$ cat src/sv/i2cram_pkg.sv
// Package with the phase and byte role types and the register offsets of the I2C register access master.
package i2cram_pkg;

  typedef enum logic [3:0] {
    PH_IDLE, PH_WAIT_FREE, PH_START, PH_BIT_LOW, PH_BIT_HIGH, PH_ACK_LOW,
    PH_ACK_HIGH, PH_RS_LOW, PH_RS_HIGH, PH_STOP_LOW, PH_STOP_HIGH,
    PH_STOP_END, PH_REC_REL, PH_REC_LOW, PH_REC_HIGH
  } phase_t;

  typedef enum logic [2:0] {
    RL_ADDR_W, RL_REG, RL_ADDR_R, RL_WDATA, RL_RDATA
  } role_t;

  localparam logic [1:0] REG_SCL_LOW  = 2'd0;
  localparam logic [1:0] REG_SCL_HIGH = 2'd1;
  localparam logic [1:0] REG_TIMEOUT  = 2'd2;

endpackage

$ cat src/sv/i2c_register_access_master_core.sv
// Top level of the I2C register access master with bus recovery.
// Each request is one system clock tick carrying the sampled SDA and SCL lines; one request
// is taken every cycle unless a low out_ready holds out_valid; its result is registered for
// the next cycle, so a transaction runs over as many ticks as its bit timing asks. SCL low and
// high time come from scl_low_ticks and scl_high_ticks; waits for a free bus or a stretched
// clock fail at timeout_limit; a bus failure sends up to RECOVERY_PULSES pulses, then a STOP.
module i2c_register_access_master_core #(
  parameter int MAX_LENGTH      = 255,
  parameter int RECOVERY_PULSES = 9
) (
  input  logic        clk,
  input  logic        rst,
  input  logic        in_valid,
  output logic        in_ready,
  input  logic        kind,
  input  logic        is_read,
  input  logic [6:0]  dev_addr,
  input  logic [7:0]  reg_addr,
  input  logic [7:0]  length,
  input  logic [7:0]  write_byte,
  input  logic        sda_in,
  input  logic        scl_in,
  output logic        out_valid,
  input  logic        out_ready,
  output logic        scl_out,
  output logic        sda_out,
  output logic        byte_taken,
  output logic [7:0]  read_byte,
  output logic        read_valid,
  output logic        read_last,
  output logic        done_res,
  output logic        error,
  output logic        busy_res,
  input  logic        psel,
  input  logic        penable,
  input  logic        pwrite,
  input  logic [3:0]  paddr,
  input  logic [31:0] pwdata,
  output logic [31:0] prdata,
  output logic        pready
);

  logic [11:0] scl_low_ticks, scl_high_ticks;
  logic [23:0] timeout_limit;
  logic [1:0]  reg_idx;
  logic        reg_ok;

  assign pready  = 1'b1;
  assign reg_idx = paddr[3:2];
  assign reg_ok  = (paddr[1:0] == 2'd0);

  always_ff @(posedge clk) begin
    if (rst) begin
      scl_low_ticks  <= 12'd77;
      scl_high_ticks <= 12'd43;
      timeout_limit  <= 24'd65535;
    end else if (psel && penable && pwrite && reg_ok) begin
      case (reg_idx)
        i2cram_pkg::REG_SCL_LOW:  scl_low_ticks  <= pwdata[11:0];
        i2cram_pkg::REG_SCL_HIGH: scl_high_ticks <= pwdata[11:0];
        i2cram_pkg::REG_TIMEOUT:  timeout_limit  <= pwdata[23:0];
        default: ;
      endcase
    end
  end

  always_comb begin
    prdata = 32'd0;
    if (reg_ok) begin
      case (reg_idx)
        i2cram_pkg::REG_SCL_LOW:  prdata = {20'd0, scl_low_ticks};
        i2cram_pkg::REG_SCL_HIGH: prdata = {20'd0, scl_high_ticks};
        i2cram_pkg::REG_TIMEOUT:  prdata = {8'd0, timeout_limit};
        default: prdata = 32'd0;
      endcase
    end
  end

  logic [11:0] low_lim, high_lim;
  logic [23:0] to_lim;
  assign low_lim  = (scl_low_ticks == 12'd0) ? 12'd1 : scl_low_ticks;
  assign high_lim = (scl_high_ticks == 12'd0) ? 12'd1 : scl_high_ticks;
  assign to_lim   = (timeout_limit == 24'd0) ? 24'd1 : timeout_limit;

  i2cram_pkg::phase_t phase, phase_next;
  i2cram_pkg::role_t  role, role_next;
  logic [3:0]  bit_index, bit_index_next, pulse_count, pulse_count_next;
  logic [7:0]  bytes_left, bytes_left_next, shift_reg, shift_reg_next;
  logic [11:0] phase_timer, phase_timer_next;
  logic [23:0] wait_counter, wait_counter_next;
  logic [6:0]  saved_dev_addr, saved_dev_addr_next;
  logic [7:0]  saved_reg_addr, saved_reg_addr_next;
  logic        saved_is_read, saved_is_read_next, error_seen, error_seen_next;
  logic        scl_drv, scl_drv_next, sda_drv, sda_drv_next;
  logic        ev_taken, ev_rvalid, ev_rlast, ev_done, ev_err;

  logic        step;
  assign in_ready = !out_valid || out_ready;
  assign step     = in_valid && in_ready;

  always_comb begin
    logic        tx, low_done, hi_done, hi_to, do_fail, go;
    logic [11:0] pt_inc;
    logic [23:0] wc_inc;
    i2cram_pkg::phase_t ent;
    logic [2:0]  bsel;

    phase_next = phase; role_next = role; bit_index_next = bit_index;
    pulse_count_next = pulse_count; bytes_left_next = bytes_left;
    shift_reg_next = shift_reg; phase_timer_next = phase_timer;
    wait_counter_next = wait_counter; saved_dev_addr_next = saved_dev_addr;
    saved_reg_addr_next = saved_reg_addr; saved_is_read_next = saved_is_read;
    error_seen_next = error_seen; scl_drv_next = scl_drv; sda_drv_next = sda_drv;
    ev_taken = 1'b0; ev_rvalid = 1'b0; ev_rlast = 1'b0; ev_done = 1'b0; ev_err = 1'b0;
    tx = (role != i2cram_pkg::RL_RDATA);
    pt_inc = phase_timer + 12'd1;
    wc_inc = wait_counter + 24'd1;
    low_done = (pt_inc == 12'd0) || (pt_inc >= low_lim);
    hi_done  = (pt_inc == 12'd0) || (pt_inc >= high_lim);
    hi_to    = (wc_inc == 24'd0) || (wc_inc >= to_lim);
    do_fail = 1'b0; go = 1'b0; ent = phase;
    bsel = 3'd7 - bit_index[2:0];

    case (phase)
      i2cram_pkg::PH_WAIT_FREE: begin
        if (sda_in && scl_in) begin go = 1'b1; ent = i2cram_pkg::PH_START; end
        else begin wait_counter_next = wc_inc; do_fail = hi_to; end
      end
      i2cram_pkg::PH_START, i2cram_pkg::PH_RS_HIGH, i2cram_pkg::PH_ACK_HIGH,
      i2cram_pkg::PH_BIT_HIGH, i2cram_pkg::PH_STOP_HIGH: begin
        if (phase == i2cram_pkg::PH_BIT_HIGH && tx && sda_drv && scl_in && !sda_in) begin
          do_fail = 1'b1;
        end else if (!scl_in && !(phase == i2cram_pkg::PH_STOP_HIGH && error_seen)) begin
          wait_counter_next = wc_inc; do_fail = hi_to;
        end else begin
          phase_timer_next = pt_inc;
          if (hi_done) begin
            go = 1'b1;
            case (phase)
              i2cram_pkg::PH_START: begin
                bit_index_next = 4'd0; ent = i2cram_pkg::PH_BIT_LOW;
              end
              i2cram_pkg::PH_RS_HIGH: begin
                role_next = i2cram_pkg::RL_ADDR_R;
                shift_reg_next = {saved_dev_addr, 1'b1};
                ent = i2cram_pkg::PH_START;
              end
              i2cram_pkg::PH_STOP_HIGH: ent = i2cram_pkg::PH_STOP_END;
              i2cram_pkg::PH_BIT_HIGH: begin
                if (!tx) shift_reg_next = {shift_reg[6:0], sda_in};
                bit_index_next = bit_index + 4'd1;
                if (bit_index_next >= 4'd8) begin
                  if (!tx) begin ev_rvalid = 1'b1; ev_rlast = (bytes_left == 8'd1); end
                  ent = i2cram_pkg::PH_ACK_LOW;
                end else ent = i2cram_pkg::PH_BIT_LOW;
              end
              default: begin
                if (tx && sda_in) begin go = 1'b0; do_fail = 1'b1; end
                else begin
                  ent = i2cram_pkg::PH_BIT_LOW; bit_index_next = 4'd0;
                  case (role)
                    i2cram_pkg::RL_ADDR_W: begin
                      role_next = i2cram_pkg::RL_REG; shift_reg_next = saved_reg_addr;
                    end
                    i2cram_pkg::RL_REG: begin
                      if (saved_is_read) begin
                        ent = i2cram_pkg::PH_RS_LOW; bit_index_next = bit_index;
                      end else begin
                        role_next = i2cram_pkg::RL_WDATA; shift_reg_next = write_byte;
                        ev_taken = 1'b1;
                      end
                    end
                    i2cram_pkg::RL_ADDR_R: begin
                      role_next = i2cram_pkg::RL_RDATA; shift_reg_next = 8'd0;
                    end
                    default: begin
                      bytes_left_next = bytes_left - 8'd1;
                      if (bytes_left_next == 8'd0) begin
                        ent = i2cram_pkg::PH_STOP_LOW; bit_index_next = bit_index;
                      end else if (role == i2cram_pkg::RL_WDATA) begin
                        shift_reg_next = write_byte; ev_taken = 1'b1;
                      end
                    end
                  endcase
                end
              end
            endcase
          end
        end
      end
      i2cram_pkg::PH_BIT_LOW, i2cram_pkg::PH_ACK_LOW, i2cram_pkg::PH_RS_LOW,
      i2cram_pkg::PH_STOP_LOW, i2cram_pkg::PH_REC_LOW: begin
        if (phase_timer == 12'd0) begin
          case (phase)
            i2cram_pkg::PH_BIT_LOW:
              sda_drv_next = (role == i2cram_pkg::RL_RDATA) ? 1'b1 : shift_reg[bsel];
            i2cram_pkg::PH_ACK_LOW:
              sda_drv_next = !(role == i2cram_pkg::RL_RDATA && bytes_left > 8'd1);
            i2cram_pkg::PH_STOP_LOW: sda_drv_next = 1'b0;
            default: sda_drv_next = 1'b1;
          endcase
        end
        phase_timer_next = pt_inc;
        if (low_done) begin
          go = 1'b1;
          case (phase)
            i2cram_pkg::PH_BIT_LOW:  ent = i2cram_pkg::PH_BIT_HIGH;
            i2cram_pkg::PH_ACK_LOW:  ent = i2cram_pkg::PH_ACK_HIGH;
            i2cram_pkg::PH_RS_LOW:   ent = i2cram_pkg::PH_RS_HIGH;
            i2cram_pkg::PH_STOP_LOW: ent = i2cram_pkg::PH_STOP_HIGH;
            default:                 ent = i2cram_pkg::PH_REC_HIGH;
          endcase
        end
      end
      i2cram_pkg::PH_STOP_END: begin
        phase_timer_next = pt_inc;
        if (hi_done) begin
          ev_done = 1'b1; ev_err = error_seen; error_seen_next = 1'b0;
          go = 1'b1; ent = i2cram_pkg::PH_IDLE;
        end
      end
      i2cram_pkg::PH_REC_REL, i2cram_pkg::PH_REC_HIGH: begin
        phase_timer_next = pt_inc;
        if (hi_done) begin
          go = 1'b1;
          if ({28'd0, pulse_count} < RECOVERY_PULSES && !sda_in) begin
            pulse_count_next = pulse_count + 4'd1; ent = i2cram_pkg::PH_REC_LOW;
          end else ent = i2cram_pkg::PH_STOP_LOW;
        end
      end
      default: begin
        if (kind) begin
          if (length == 8'd0 || {24'd0, length} > MAX_LENGTH) begin
            ev_done = 1'b1; ev_err = 1'b1;
          end else begin
            saved_is_read_next = is_read; saved_dev_addr_next = dev_addr;
            saved_reg_addr_next = reg_addr; bytes_left_next = length;
            role_next = i2cram_pkg::RL_ADDR_W; shift_reg_next = {dev_addr, 1'b0};
            error_seen_next = 1'b0; go = 1'b1; ent = i2cram_pkg::PH_WAIT_FREE;
          end
        end
      end
    endcase

    if (do_fail) begin
      error_seen_next = 1'b1; pulse_count_next = 4'd0;
      go = 1'b1; ent = i2cram_pkg::PH_REC_REL;
    end
    if (go) begin
      phase_next = ent; phase_timer_next = 12'd0; wait_counter_next = 24'd0;
      case (ent)
        i2cram_pkg::PH_IDLE, i2cram_pkg::PH_WAIT_FREE, i2cram_pkg::PH_REC_REL,
        i2cram_pkg::PH_STOP_END: begin scl_drv_next = 1'b1; sda_drv_next = 1'b1; end
        i2cram_pkg::PH_START: begin scl_drv_next = 1'b1; sda_drv_next = 1'b0; end
        i2cram_pkg::PH_BIT_LOW, i2cram_pkg::PH_ACK_LOW, i2cram_pkg::PH_RS_LOW,
        i2cram_pkg::PH_STOP_LOW, i2cram_pkg::PH_REC_LOW: scl_drv_next = 1'b0;
        default: scl_drv_next = 1'b1;
      endcase
    end
  end

  always_ff @(posedge clk) begin
    if (rst) begin
      phase <= i2cram_pkg::PH_IDLE; role <= i2cram_pkg::RL_ADDR_W;
      bit_index <= 4'd0; pulse_count <= 4'd0; bytes_left <= 8'd0; shift_reg <= 8'd0;
      phase_timer <= 12'd0; wait_counter <= 24'd0; saved_dev_addr <= 7'd0;
      saved_reg_addr <= 8'd0; saved_is_read <= 1'b0; error_seen <= 1'b0;
      scl_drv <= 1'b1; sda_drv <= 1'b1; out_valid <= 1'b0;
    end else begin
      if (out_ready) out_valid <= 1'b0;
      if (step) begin
        phase <= phase_next; role <= role_next; bit_index <= bit_index_next;
        pulse_count <= pulse_count_next; bytes_left <= bytes_left_next;
        shift_reg <= shift_reg_next; phase_timer <= phase_timer_next;
        wait_counter <= wait_counter_next; saved_dev_addr <= saved_dev_addr_next;
        saved_reg_addr <= saved_reg_addr_next; saved_is_read <= saved_is_read_next;
        error_seen <= error_seen_next; scl_drv <= scl_drv_next; sda_drv <= sda_drv_next;
        out_valid <= 1'b1;
      end
    end
  end

  always_ff @(posedge clk) begin
    if (step) begin
      scl_out <= scl_drv_next; sda_out <= sda_drv_next; byte_taken <= ev_taken;
      read_byte <= ev_rvalid ? shift_reg_next : 8'd0;
      read_valid <= ev_rvalid; read_last <= ev_rlast; done_res <= ev_done;
      error <= ev_err; busy_res <= (phase_next != i2cram_pkg::PH_IDLE);
    end
  end

`ifndef SYNTHESIS
  a_busy_idle: assert property (@(posedge clk) disable iff (rst)
    step |=> busy_res == (phase != i2cram_pkg::PH_IDLE)) else $error("busy mismatch");
  a_err_done: assert property (@(posedge clk) disable iff (rst)
    out_valid && error |-> done_res) else $error("error without done");
  a_last_valid: assert property (@(posedge clk) disable iff (rst)
    out_valid && read_last |-> read_valid) else $error("last without valid");
  a_pulses: assert property (@(posedge clk) disable iff (rst)
    {28'd0, pulse_count} <= RECOVERY_PULSES) else $error("too many recovery pulses");
`endif

endmodule
$ cat config.mk
export PLATFORM = sky130hd
export DESIGN_NAME = i2c_register_access_master_core
export DESIGN_NICKNAME = d
export VERILOG_FILES = /design/src/sv/i2cram_pkg.sv /design/src/sv/i2c_register_access_master_core.sv
export SDC_FILE = /design/constraint.sdc
export NUM_CORES = 1
export LEC_CHECK = 0
export ABC_CLOCK_PERIOD_IN_PS = 8250
export BUFFER_PORTS_ARGS = -buffer_cell sky130_fd_sc_hd__buf_2
export CAP_MARGIN = 0
export CORE_MARGIN = 2
export CORE_UTILIZATION = 45
export CTS_CLUSTER_DIAMETER = 30
export CTS_CLUSTER_SIZE = 20
export DETAILED_ROUTE_END_ITERATION = 8
export GPL_ROUTABILITY_DRIVEN = 0
export REMOVE_ABC_BUFFERS = 1
export SLEW_MARGIN = 10
export SYNTH_ARGS = -nofsm -noshare
export SYNTH_HDL_FRONTEND = slang
export SYNTH_SLANG_ARGS = --single-unit
$ cat constraint.sdc
create_clock -name clk -period 8.25 [get_ports clk]
set_clock_uncertainty 0.1 [all_clocks]
set_input_delay 1.65 -clock clk [delete_from_list [all_inputs] [get_ports clk]]
set_output_delay 1.65 -clock clk [all_outputs]
set_load 0.02 [all_outputs]
After elaboration in Yosys (flattened, before gate mapping)
Cells that the tools add are included.
W data, S select, Z words.
Cells by class
  $mul: 0
  shifts and indexed selects: 0
  muxes and demuxes: 127
  divide/modulo/power cells: 0
  order comparisons: 7
  add/sub/neg operators: 6
  bitwise gates (word level): 10
  equal/unequal tests: 52
  reduce and logical (&&, ||, !) cells: 73
Operators by type and width (number)
  $mux W24: 6
  $mux W8: 18
  $mux W4: 20
  $pmux W24 S3: 1
  $mux W12: 5
  $logic_not A12 Y1: 4
  $logic_not A24 Y1: 2
  $pmux W24 S2: 1
  $pmux W8 S3: 2
  $eq A4 B4 Y1 const B: 11
  $mux W1: 43
  $pmux W4 S4: 2
  $pmux W8 S2: 2
  $mux W3: 10
  $add A24 B1 Y24 const B: 1
  $eq A4 B3 Y1 const B: 6
  $ge A12 B12 Y1: 2
  $ge A24 B24 Y1: 1
  $pmux W12 S2: 1
  $ne A3 B3 Y1 const B: 7
  $pmux W4 S5: 1
  $reduce_or A9 Y1: 2
  $eq A4 B2 Y1 const B: 4
  $logic_not A8 Y1: 2
  other kinds (54): 121
Word-level totals
  flip-flop bits (word level): 151
  word-level logic and storage cells: 302
  input port bits: 78
  memory bits (writable): 0
  bits in latches: 0
  memories: 0
  ROM bits: 0

Depth between registers and ports, before layout
Gate-level depths: netlist (run 1).
  depth after elaboration: 15
  depth in mapped cells: 20

Worst setup path before layout (run 1)
Ideal clock, no wire load.
  kind: in2out
  start point: in paddr[2]
  end point: out prdata[10]
  slack: 3.541 ns
  stages on the path: 6
  arrival: 2.959 ns
  required time: 6.500 ns
  path through: clkbuf_1 buf_1 mux2i_1 nor2_1 a21oi_1 nor2_1
On the way
  word-level cells in the longest chain between the ends: 3
  elaborated cells between the ends (all ways): 5
  those cells by class: eq/ne (2); mux (2); reduce/logical (1)
RTL lines
  from (decl): line i2c_register_access_master_core.sv:37  | input logic [3:0] paddr,
  $eq A2 B2 Y1, or another cell as far along: line i2c_register_access_master_core.sv:70  | case (reg_idx)
  $pmux W24 S3 (*): line i2c_register_access_master_core.sv:70
  $mux W24 (*): line i2c_register_access_master_core.sv:69  | if (reg_ok) begin
  to (decl): line i2c_register_access_master_core.sv:39  | output logic [31:0] prdata,
Mark *: on every way between the ends. The rest lies on a longest branch, timed or not.

Worst setup path in the final report (run 1)
  start point: in paddr[2]
  end point: out prdata[17]
Same word-level chain as after synthesis.

==> results of run 1 <==
per-stage QoR:
stage | std cells | setup slack [ns] | cell area (um^2)
2_1_floorplan | 1322 | 2.39 | 10300
3_3_place_gp | 1764 | 2.55 | 11300
3_5_place_dp | 1764 | 2.50 | 11300
4_1_cts | 1796 | 2.49 | 11900
5_1_grt | 1796 | 2.13 | 11900
6_report | 1796 | 2.44 | 11900
worst paths after layout:
| path | start | end | slack (ns) | cells after the start |
|---|---|---|---|---|
| max reg2reg | phase_timer[0] | wait_counter[3] | 2.50 | 14 |
| max | paddr[2] | prdata[17] | 2.44 | 5 |
| min reg2reg | saved_reg_addr[3] | saved_reg_addr[3] | 0.36 | 2 |
| min | saved_reg_addr[3] | saved_reg_addr[3] | 0.36 | 2 |
cell usage after synthesis, types with 10 or more instances:
master	n
a211oi_1	25
and2_1	21
a21oi_1	134
dfxtp_1	135
ha_1	57
or3_1	13
o21ai_0	63
buf_2	10
nand3_1	28
edfxtp_1	16
clkbuf_1	70
or4_1	10
xnor2_1	16
nand2_1	145
buf_4	14
nand4_1	24
nand2b_1	14
a22oi_1	21
and3_1	14
a31oi_1	10
nor4_1	30
nor2_1	191
inv_1	70
nor3_1	33
xor2_1	19
a211o_1	29
mux2i_1	35
layer usage:
metal,share of wire,vias to the layer above,routed length (um),GRT usage
li1,-,5244,-,-
met4,0.017,0,531,0.0696
met3,0.059,46,1870,0.0389
met5,0,-,0,0
met1,0.48,5014,15300,0.361
met2,0.44,372,13900,0.380
final cells by class:
class	instances	area, um^2
inverter	71	267
timing repair buffer	123	648
sequential	151	3180
tap	319	399
clock buffer	17	425
multi-input combinational	1100	6840
fill	2314	11500
clock inverter	15	179
report_power, final:
group	total, W	switching, W	internal, W	leakage, nW
registers	0.000793	0.0000282	0.000765	1.25
logic	0.000375	0.000251	0.000124	3.34
clock network	0.000831	0.000370	0.000460	0.298
critical path, delay by kind of cell:
kind	cells	cell delay, ns
and+or+nand+nor	3	1.97
buffers and inverters	2	0.43
cells by family after synthesis:
family | after synthesis
AO/OA/AOI/OAI | 386
XOR/XNOR | 35
other | 2
flip-flops | 151
multiplexers | 39
adder cells (fa/ha/maj) | 57
AND/OR/NAND/NOR | 574
buffers and inverters | 176
==> out/metrics.yaml, run 1 <==
route:
  drt_wl_total_um: 31600
  vias_per_cell: 5.94
  wire_per_inst_um: 17.6
  drt-initial-drc-count: 991
  drc: 0
  drtPass1Iterations: 6
  vias: 10700
  detail-route-antenna-nets: 0
logic_synthesis:
  synthSimpleGateAreaFrac: 0.260
  synthCells: 1420
  ys_seq_area_frac: 0.296
  synth_compound_area_frac: 0.238
  synth_mux_area_frac: 0.0388
  synth_top_family_by_area: "simple AND/OR/NAND/NOR gates"
  synth-edff-count: 16
  syn_area_per_cell_um2: 7.59
  async_flop_share: 0
  yosys.area.top_type: "dfxtp_1"
  synth_cell_types: 89
  synth_top_area_frac: 0.251
  synth_area_leaders: "dfxtp_1 (25%), nor2_1 (6.7%), ha_1 (6.6%), a21oi_1 (6.2%), nand2_1 (5.1%)"
  yosys.area_share.adder: 0.0662
  ys_seq_elements: 151
  synth-xor-area-share: 0.0285
  synth_flop_cell: "dfxtp_1"
  synth_area_um2: 10800
  yosysWarnings: 0
setup_path:
  crit_fanout: 20
  cp_cell_sequence: "buf_2 -> nor2b_1 -> nor3b_1 -> and2_1 -> buf_2"
  arrival_ns: 4.06
  path_common_cell: "buf_2"
  critPathSlowestCell: "nor3b_1"
  critPathLaunchType: "input pin"
  crit_path_end_kind: "output pin"
  critPathKind: "input pin to output pin"
  max_stage_delay_ns: 0.88
  critPathRequiredTime_ns: 6.50
placed_design:
  dpl.hpwl_um: 22900
  numPortBuffers: 111
sta:
  tightestPinTransition_ns: 1.15
  fin_hold_ws_ns: 0.360
  setup-violations-final: 0
  max_freq_ghz: 0.172
  post-route-period-util: 0.704
  tns_ns: 0
  slew_viol_final: 0
  grt_setup_unrepaired: "no"
  min_period_ns: 5.81
  relSlewSlack: 0.228
  hold_viol_final: 0
grt:
  overflow: 0
  grt_max_degree: 89
  first_global_vias: 9662
  grt_usage: 0.248
  grt_pass1_wl_um: 51800
  grt_antenna_before_repair: 0
power_and_ir_drop:
  power_w: 0.00200
  p_leak_nw: 4.89
  cellPowerDensity_nw_per_um2: 167
  peakVddDrop_v: 0.000108
die:
  row_count: 56
  die_w_um: 159
  start_util: 0.459
  io-pin-count: 129
  dieArea_um2: 25200
  core-area_um2: 23500
  die_y_um: 159
flow_run:
  timing.max_cap.violations: 0
min_path:
  hold_class: "flop to flop"
clock_tree:
  cts_hold_buf: 0
  cts_made_buffers: 17
  post_cts_buffers: 0
  cts_resized: 0
  cts.sinks: 151
  cts_tree: "yes"
  path_clk_slew_ns: 0.07
  clock-root-buffer: "clkbuf_16"
  clockBufferDepth: 2
  insertion_delay_ns: 0.44
  cts_max_level: 4
cells_and_area:
  fin_nets: 1599
  synthToLayoutAreaGrowth_pct: 10.9
  antenna_cells: 0
  final_cell_mix: "nor2_1 (191), nand2_1 (145), dfxtp_1 (135)"
  final_common_cell: "nor2_1"
  final_util: 0.509
  reg_top3: "timeout_limit (24), wait_counter (24)"
  drive_gt1_frac: 0.131
run_status:
  status: "finished, final reports clean"
No activity file was read; power rests on OpenSTA's default activity.
==> run 2: changes to the inputs <==
--- a/config.mk
+++ b/config.mk
@@ -5,7 +5,7 @@
 export SDC_FILE = /design/constraint.sdc
 export NUM_CORES = 1
 export LEC_CHECK = 0
-export ABC_CLOCK_PERIOD_IN_PS = 8250
+export ABC_CLOCK_PERIOD_IN_PS = 4960
 export BUFFER_PORTS_ARGS = -buffer_cell sky130_fd_sc_hd__buf_2
 export CAP_MARGIN = 0
 export CORE_MARGIN = 2
@@ -14,6 +14,7 @@
 export CTS_CLUSTER_SIZE = 20
 export DETAILED_ROUTE_END_ITERATION = 8
 export GPL_ROUTABILITY_DRIVEN = 0
+export PLACE_DENSITY = 0.67
 export REMOVE_ABC_BUFFERS = 1
 export SLEW_MARGIN = 10
 export SYNTH_ARGS = -nofsm -noshare
==> constraint.sdc (replaced) <==
create_clock -name clk -period 4.96 [get_ports clk]
set_clock_uncertainty 0.1 [all_clocks]
set_input_delay 0.992 -clock clk [delete_from_list [all_inputs] [get_ports clk]]
set_output_delay 0.992 -clock clk [all_outputs]
set_load 0.02 [all_outputs]
==> run 2 against run 1 <==
Compared with the run above: non-clock buffer count grew 31; total power grew 63%; cell count grew 1.7%; die area is the same; sequential power grew 66%; global-route usage shrank 1.0 points; highest routed layer unchanged; clock-buffer cell count grew 1; register-to-register slack lost 2.2 ns; design area grew 1.8%; largest power group is now sequential cells; utilization grew 0.92 points; combinational power grew 71%; flip-flop and latch count is the same.
==> out/metrics.yaml, run 2 (same netlist as run 1, synthesis figures left out) <==
sta:
  setup-violations-final: 0  # unchanged
  max_freq_ghz: 0.216
  tightestPinTransition_ns: 1.05  # -0.104 ns
  hold_viol_final: 0  # unchanged
  worst_slack_ns: 0.340  # -2.10 ns
  post-route-period-util: 0.932
  min_period_ns: 4.62
  relSlewSlack: 0.298  # +0.0699
  slew_viol_final: 0  # unchanged
  grt_setup_unrepaired: "no"
setup_path:
  r2r_setup_slack_ns: 0.34  # -2.16 ns
  critPathLaunchType: "flop"
  arrival_ns: 4.69  # +0.63 ns
  critPathRequiredTime_ns: 5.03  # -1.47 ns
  crit_path_end_kind: "flop"
  critPathKind: "flop to flop"
  crit_fanout: 10  # -50%
  r2r_start: "wait_counter[2]"
  startpoint: "wait_counter[2]"
  r2r-end: "sda_out"
  worstRegToRegCells: 14  # unchanged
route:
  detail-route-antenna-nets: 0  # unchanged
  drt-initial-drc-count: 1026  # +3.5%
  wire_per_inst_um: 16.8  # -4.5%
  drtPass1Iterations: 6  # unchanged
  drt_wl_total_um: 30700  # -2.9%
  vias: 10800  # +1.5%
  vias_per_cell: 5.93  # -0.25%
  drc: 0  # unchanged
flow_run:
  timing.max_cap.violations: 0  # unchanged
clock_tree:
  clock-root-buffer: "clkbuf_16"
  path_clk_slew_ns: 0.06  # about the same
  cts_made_buffers: 17  # unchanged
  cts_tree: "yes"
  cts.sinks: 151  # unchanged
  insertion_delay_ns: 0.44  # about the same
  cts_max_level: 4  # unchanged
  clockBufferDepth: 2  # unchanged
  cts_hold_buf: 0  # unchanged
min_path:
  hold_end: "saved_reg_addr[7]"
  hold_class: "flop to flop"
  hold_depth: 2  # unchanged
  hold_start: "saved_reg_addr[7]"
power_and_ir_drop:
  p_leak_nw: 5.02  # +2.8%
  peakVddDrop_v: 0.000244  # +130%
  cellPowerDensity_nw_per_um2: 267  # +60%
grt:
  grt_antenna_before_repair: 0  # unchanged
  grt_max_degree: 66  # -26%
  grt_usage: 0.238  # -0.0104
  overflow: 0  # unchanged
  grt_pass1_wl_um: 49900  # -3.5%
  first_global_vias: 9819  # +1.6%
cells_and_area:
  stdcell_area_um2: 12200  # +1.8%
  synthToLayoutAreaGrowth_pct: 12.9
  antenna_cells: 0  # unchanged
  drive_gt1_frac: 0.153  # +0.0212
  final_cell_mix: "nor2_1 (191), nand2_1 (145), a21oi_1 (134)"
  fin_cells: 1827  # +1.7%
  reg_top3: "timeout_limit (24), wait_counter (24)"
  final_common_cell: "nor2_1"
  fin_nets: 1630  # +1.9%
placed_design:
  dp_cells: 1793  # +1.6%
  placedInstanceArea_um2: 11600  # +1.9%
  numPortBuffers: 111  # unchanged
  dp_worst_setup_slack_ns: 0.159  # -2.34 ns
  dpl.hpwl_um: 22800  # -0.29%
die:
  io-pin-count: 129  # unchanged
  core-area_um2: 23500  # unchanged
  row_count: 56  # unchanged
  start_util: 0.459  # unchanged
  die_y_um: 159  # unchanged
  dieArea_um2: 25200  # unchanged
  die_w_um: 159  # unchanged
run_status:
  status: "finished, final reports clean"
[run 2: report_power, final]
group	internal [W]	leakage [nW]	total [W]	switching, W
registers	0.00127	1.25	0.00132	0.0000520
clock network	0.000691	0.277	0.00129	0.000595
logic	0.000223	3.50	0.000640	0.000417
[run 2: worst max path at each step]
stage / endpoint / slack (ns) / cells after the start
6_report: sda_out / 0.34 / 14
3_5_place_dp: wait_counter[12] / 0.16 / 17
2_1_floorplan: timeout_limit[10] / -0.24 / 4
5_1_grt: phase_timer[4] / 0.03 / 17
4_1_cts: wait_counter[12] / 0.07 / 17
3_3_place_gp: wait_counter[22] / 0.20 / 17
[run 2: area by class of cell]
cell class | instances | area, um^2
Fill cell | 2299 | 11300
Multi-Input combinational cell | 1100 | 6850
Sequential cell | 151 | 3190
Timing Repair Buffer | 154 | 881
Clock buffer | 18 | 450
Tap cell | 319 | 399
Inverter | 71 | 267
Clock inverter | 14 | 126
[run 2: stage by stage]
step / util / hold slack, ns / setup TNS [ns] / total power, W
after floorplan: - / 0.331 / -4.70 / 0.00174
after global placement: 0.492 / 0.347 / 0 / 0.00197
after detailed placement: 0.492 / 0.350 / 0 / 0.00197
after CTS: 0.517 / 0.360 / 0 / 0.00326
after global routing: 0.518 / 0.383 / 0 / 0.00339
final: 0.518 / 0.356 / 0 / 0.00325
[run 2: metal layers]
layer / vias to the layer above / part of all wire / GRT usage
met3: 58 / 0.071 / 0.0423
met2: 415 / 0.45 / 0.377
met5: - / 0 / 0
met4: 0 / 0.024 / 0.0834
met1: 5083 / 0.46 / 0.326
li1: 5277 / - / -
[run 2: timing repair]
item                                   CTS  global route
endpoints found under the hold margin    0             0
resized for setup                        0             5
setup endpoints to repair                0            30
setup buffers                            0             2
[run 2: critical path, stage by stage, from the launching register on]
cell	delay (ns)
dfxtp_1	0.50
and4_1	0.36
nand4_1	0.26
o31a_1	0.32
or2_2	0.31
ha_1	0.33
a211oi_1	0.22
nand2_1	0.09
a41oi_1	0.18
a31oi_1	0.20
a211o_1	0.33
or2_1	0.31
or4_1	0.54
o2111ai_1	0.16
nand3_1	0.13
==> run 3: changes to the inputs <==
--- a/config.mk
+++ b/config.mk
@@ -14,7 +14,7 @@
 export CTS_CLUSTER_SIZE = 20
 export DETAILED_ROUTE_END_ITERATION = 8
 export GPL_ROUTABILITY_DRIVEN = 0
-export PLACE_DENSITY = 0.67
+export PLACE_DENSITY = 0.69
 export REMOVE_ABC_BUFFERS = 1
 export SLEW_MARGIN = 10
 export SYNTH_ARGS = -nofsm -noshare
==> run 3 against run 2 <==
Compared with the run above: cell count is the same; wire length grew 1.9%; combinational power about the same; first-iteration DRC count increased by 12%; setup slack worse by 0.079 ns; design area rose by 0.29%; clock-buffer cell count down 1; sequential power barely moved; worst hold slack improved by 0.0038 ns; die area is the same; register-to-register slack got worse by 0.08 ns; largest power group is now clock; highest routed layer unchanged.
==> out/metrics.yaml, run 3 (same netlist as run 1, synthesis figures left out) <==
run_status:
  status: "finished, final reports clean"
grt:
  grt_pass1_wl_um: 51000  # +2.2%
  grt_antenna_before_repair: 0  # unchanged
  grt_usage: 0.244  # +0.00638
  overflow: 0  # unchanged
  grt_max_degree: 61  # -7.6%
  first_global_vias: 10100  # +2.8%
die:
  row_count: 56  # unchanged
  die_w_um: 159  # unchanged
  core-area_um2: 23500  # unchanged
  dieArea_um2: 25200  # unchanged
  io-pin-count: 129  # unchanged
  start_util: 0.459  # unchanged
  die_y_um: 159  # unchanged
cells_and_area:
  final_common_cell: "nor2_1"
  stdcell_area_um2: 12200  # +0.29%
  num-fill-cells: 2329  # +1.3%
  synthToLayoutAreaGrowth_pct: 13.2
  fin_cells: 1827  # unchanged
  antenna_cells: 0  # unchanged
  final_cell_mix: "nor2_1 (191), nand2_1 (145), a21oi_1 (134)"
  reg_top3: "timeout_limit (24), wait_counter (24)"
  drive_gt1_frac: 0.154  # +0.00133
  fin_nets: 1630  # unchanged
clock_tree:
  cts.sinks: 151  # unchanged
  clockBufferDepth: 2  # unchanged
  insertion_delay_ns: 0.44  # about the same
  cts_tree: "yes"
  cts_max_level: 4  # unchanged
  clock-root-buffer: "clkbuf_16"
  path_clk_slew_ns: 0.07  # about the same
  cts_hold_buf: 0  # unchanged
  cts_made_buffers: 17  # unchanged
route:
  wire_per_inst_um: 17.1  # +1.9%
  detail-route-antenna-nets: 0  # unchanged
  vias: 10800  # -0.33%
  drt-initial-drc-count: 1147  # +12%
  drc: 0  # unchanged
  vias_per_cell: 5.91  # -0.33%
  drtPass1Iterations: 5  # -1
  drt_wl_total_um: 31200  # +1.9%
min_path:
  hold_class: "flop to flop"
placed_design:
  numPortBuffers: 111  # unchanged
  dp_worst_setup_slack_ns: 0.137  # -0.0226 ns
  dpl.hpwl_um: 22900  # about the same
  dp_cells: 1792  # -0.056%
  placedInstanceArea_um2: 11600  # about the same
sta:
  worst_slack_ns: 0.261  # -0.0788 ns
  slew_viol_final: 0  # unchanged
  fin_hold_ws_ns: 0.360  # +0.00378 ns
  post-route-period-util: 0.947  # +0.0159
  grt_setup_unrepaired: "no"
  max_freq_ghz: 0.213  # -1.7%
  setup-violations-final: 0  # unchanged
  tightestPinTransition_ns: 1.05  # +0.00591 ns
  hold_viol_final: 0  # unchanged
  relSlewSlack: 0.292  # -0.00661
  min_period_ns: 4.70  # +0.0788 ns
setup_path:
  critPathLaunchType: "flop"
  critPathRequiredTime_ns: 5.03  # about the same
  crit_fanout: 8  # -2
  critPathKind: "flop to flop"
  arrival_ns: 4.77  # +0.08 ns
  crit_path_end_kind: "flop"
power_and_ir_drop:
  p_leak_nw: 5.04  # +0.44%
  peakVddDrop_v: 0.000221  # -9.1%
  cellPowerDensity_nw_per_um2: 272  # +1.8%
flow_run:
  timing.max_cap.violations: 0  # unchanged
-- run 3: changes by cell type in the layout (fill, tap and decap cells not counted), sizes merged --
cell / change
bufinv: +2
inv: +1
clkinvlp: -2
clkbuf: -1
-- run 3: worst max-delay path: stages, from the launching register on --
cell and delay [ns]:
dfxtp_2 0.40, ha_1 0.20, nand3_2 0.19, or4_1 0.56, nand2_1 0.19, ha_1 0.18
o21ai_0 0.09, or3_1 0.34, o31a_1 0.34, and2_2 0.26, a21oi_1 0.36, nand3_1 0.21
and3_2 0.31, or4_1 0.41, o2111ai_1 0.18, nand3_1 0.12
-- run 3: power breakdown --
| part | internal [W] | switching [W] |
|---|---|---|
| sequential | 0.00127 | 0.0000543 |
| combinational | 0.000221 | 0.000417 |
| clock | 0.000764 | 0.000590 |
-- run 3: layer usage --
metal	track usage	wire length, um
met5	0	0
met2	0.393	14200
met3	0.0441	2230
met1	0.330	14200
met4	0.0830	571
-- run 3: final timing paths --
check / start / depth (start not counted) / end / slack, ns
worst max register to register: phase_timer[1] / 15 / sda_out / 0.26
worst min-delay path: saved_reg_addr[1] / 2 / saved_reg_addr[1] / 0.36
worst max-delay path: phase_timer[1] / 15 / sda_out / 0.26
worst min register to register: saved_reg_addr[1] / 2 / saved_reg_addr[1] / 0.36
-- run 3: area by class of cell --
| type | instances | area [um^2] | share of cell area |
|---|---|---|---|
| tap | 319 | 399 | 0.0327 |
| sequential | 151 | 3190 | 0.261 |
| clock inverter | 15 | 180 | 0.0148 |
| clock buffer | 17 | 425 | 0.0349 |
| timing repair buffer | 154 | 881 | 0.0722 |
| multi-input combinational | 1100 | 6860 | 0.562 |
| inverter | 71 | 267 | 0.0219 |
-- run 3: what timing repair did --
item / 4_1_cts / 5_1_grt
setup endpoints to repair: 0 / 32
buffers inserted: 0 / 3
gates resized for setup: 0 / 8
-- run 3: metrics by stage --
step                utilization  TNS (ns)  total power, W
finish                    0.520         0         0.00332
global route              0.520         0         0.00346
CTS                       0.518         0         0.00332
detailed placement        0.492         0         0.00197
global placement          0.492         0         0.00197
floorplan                     -     -4.70         0.00174
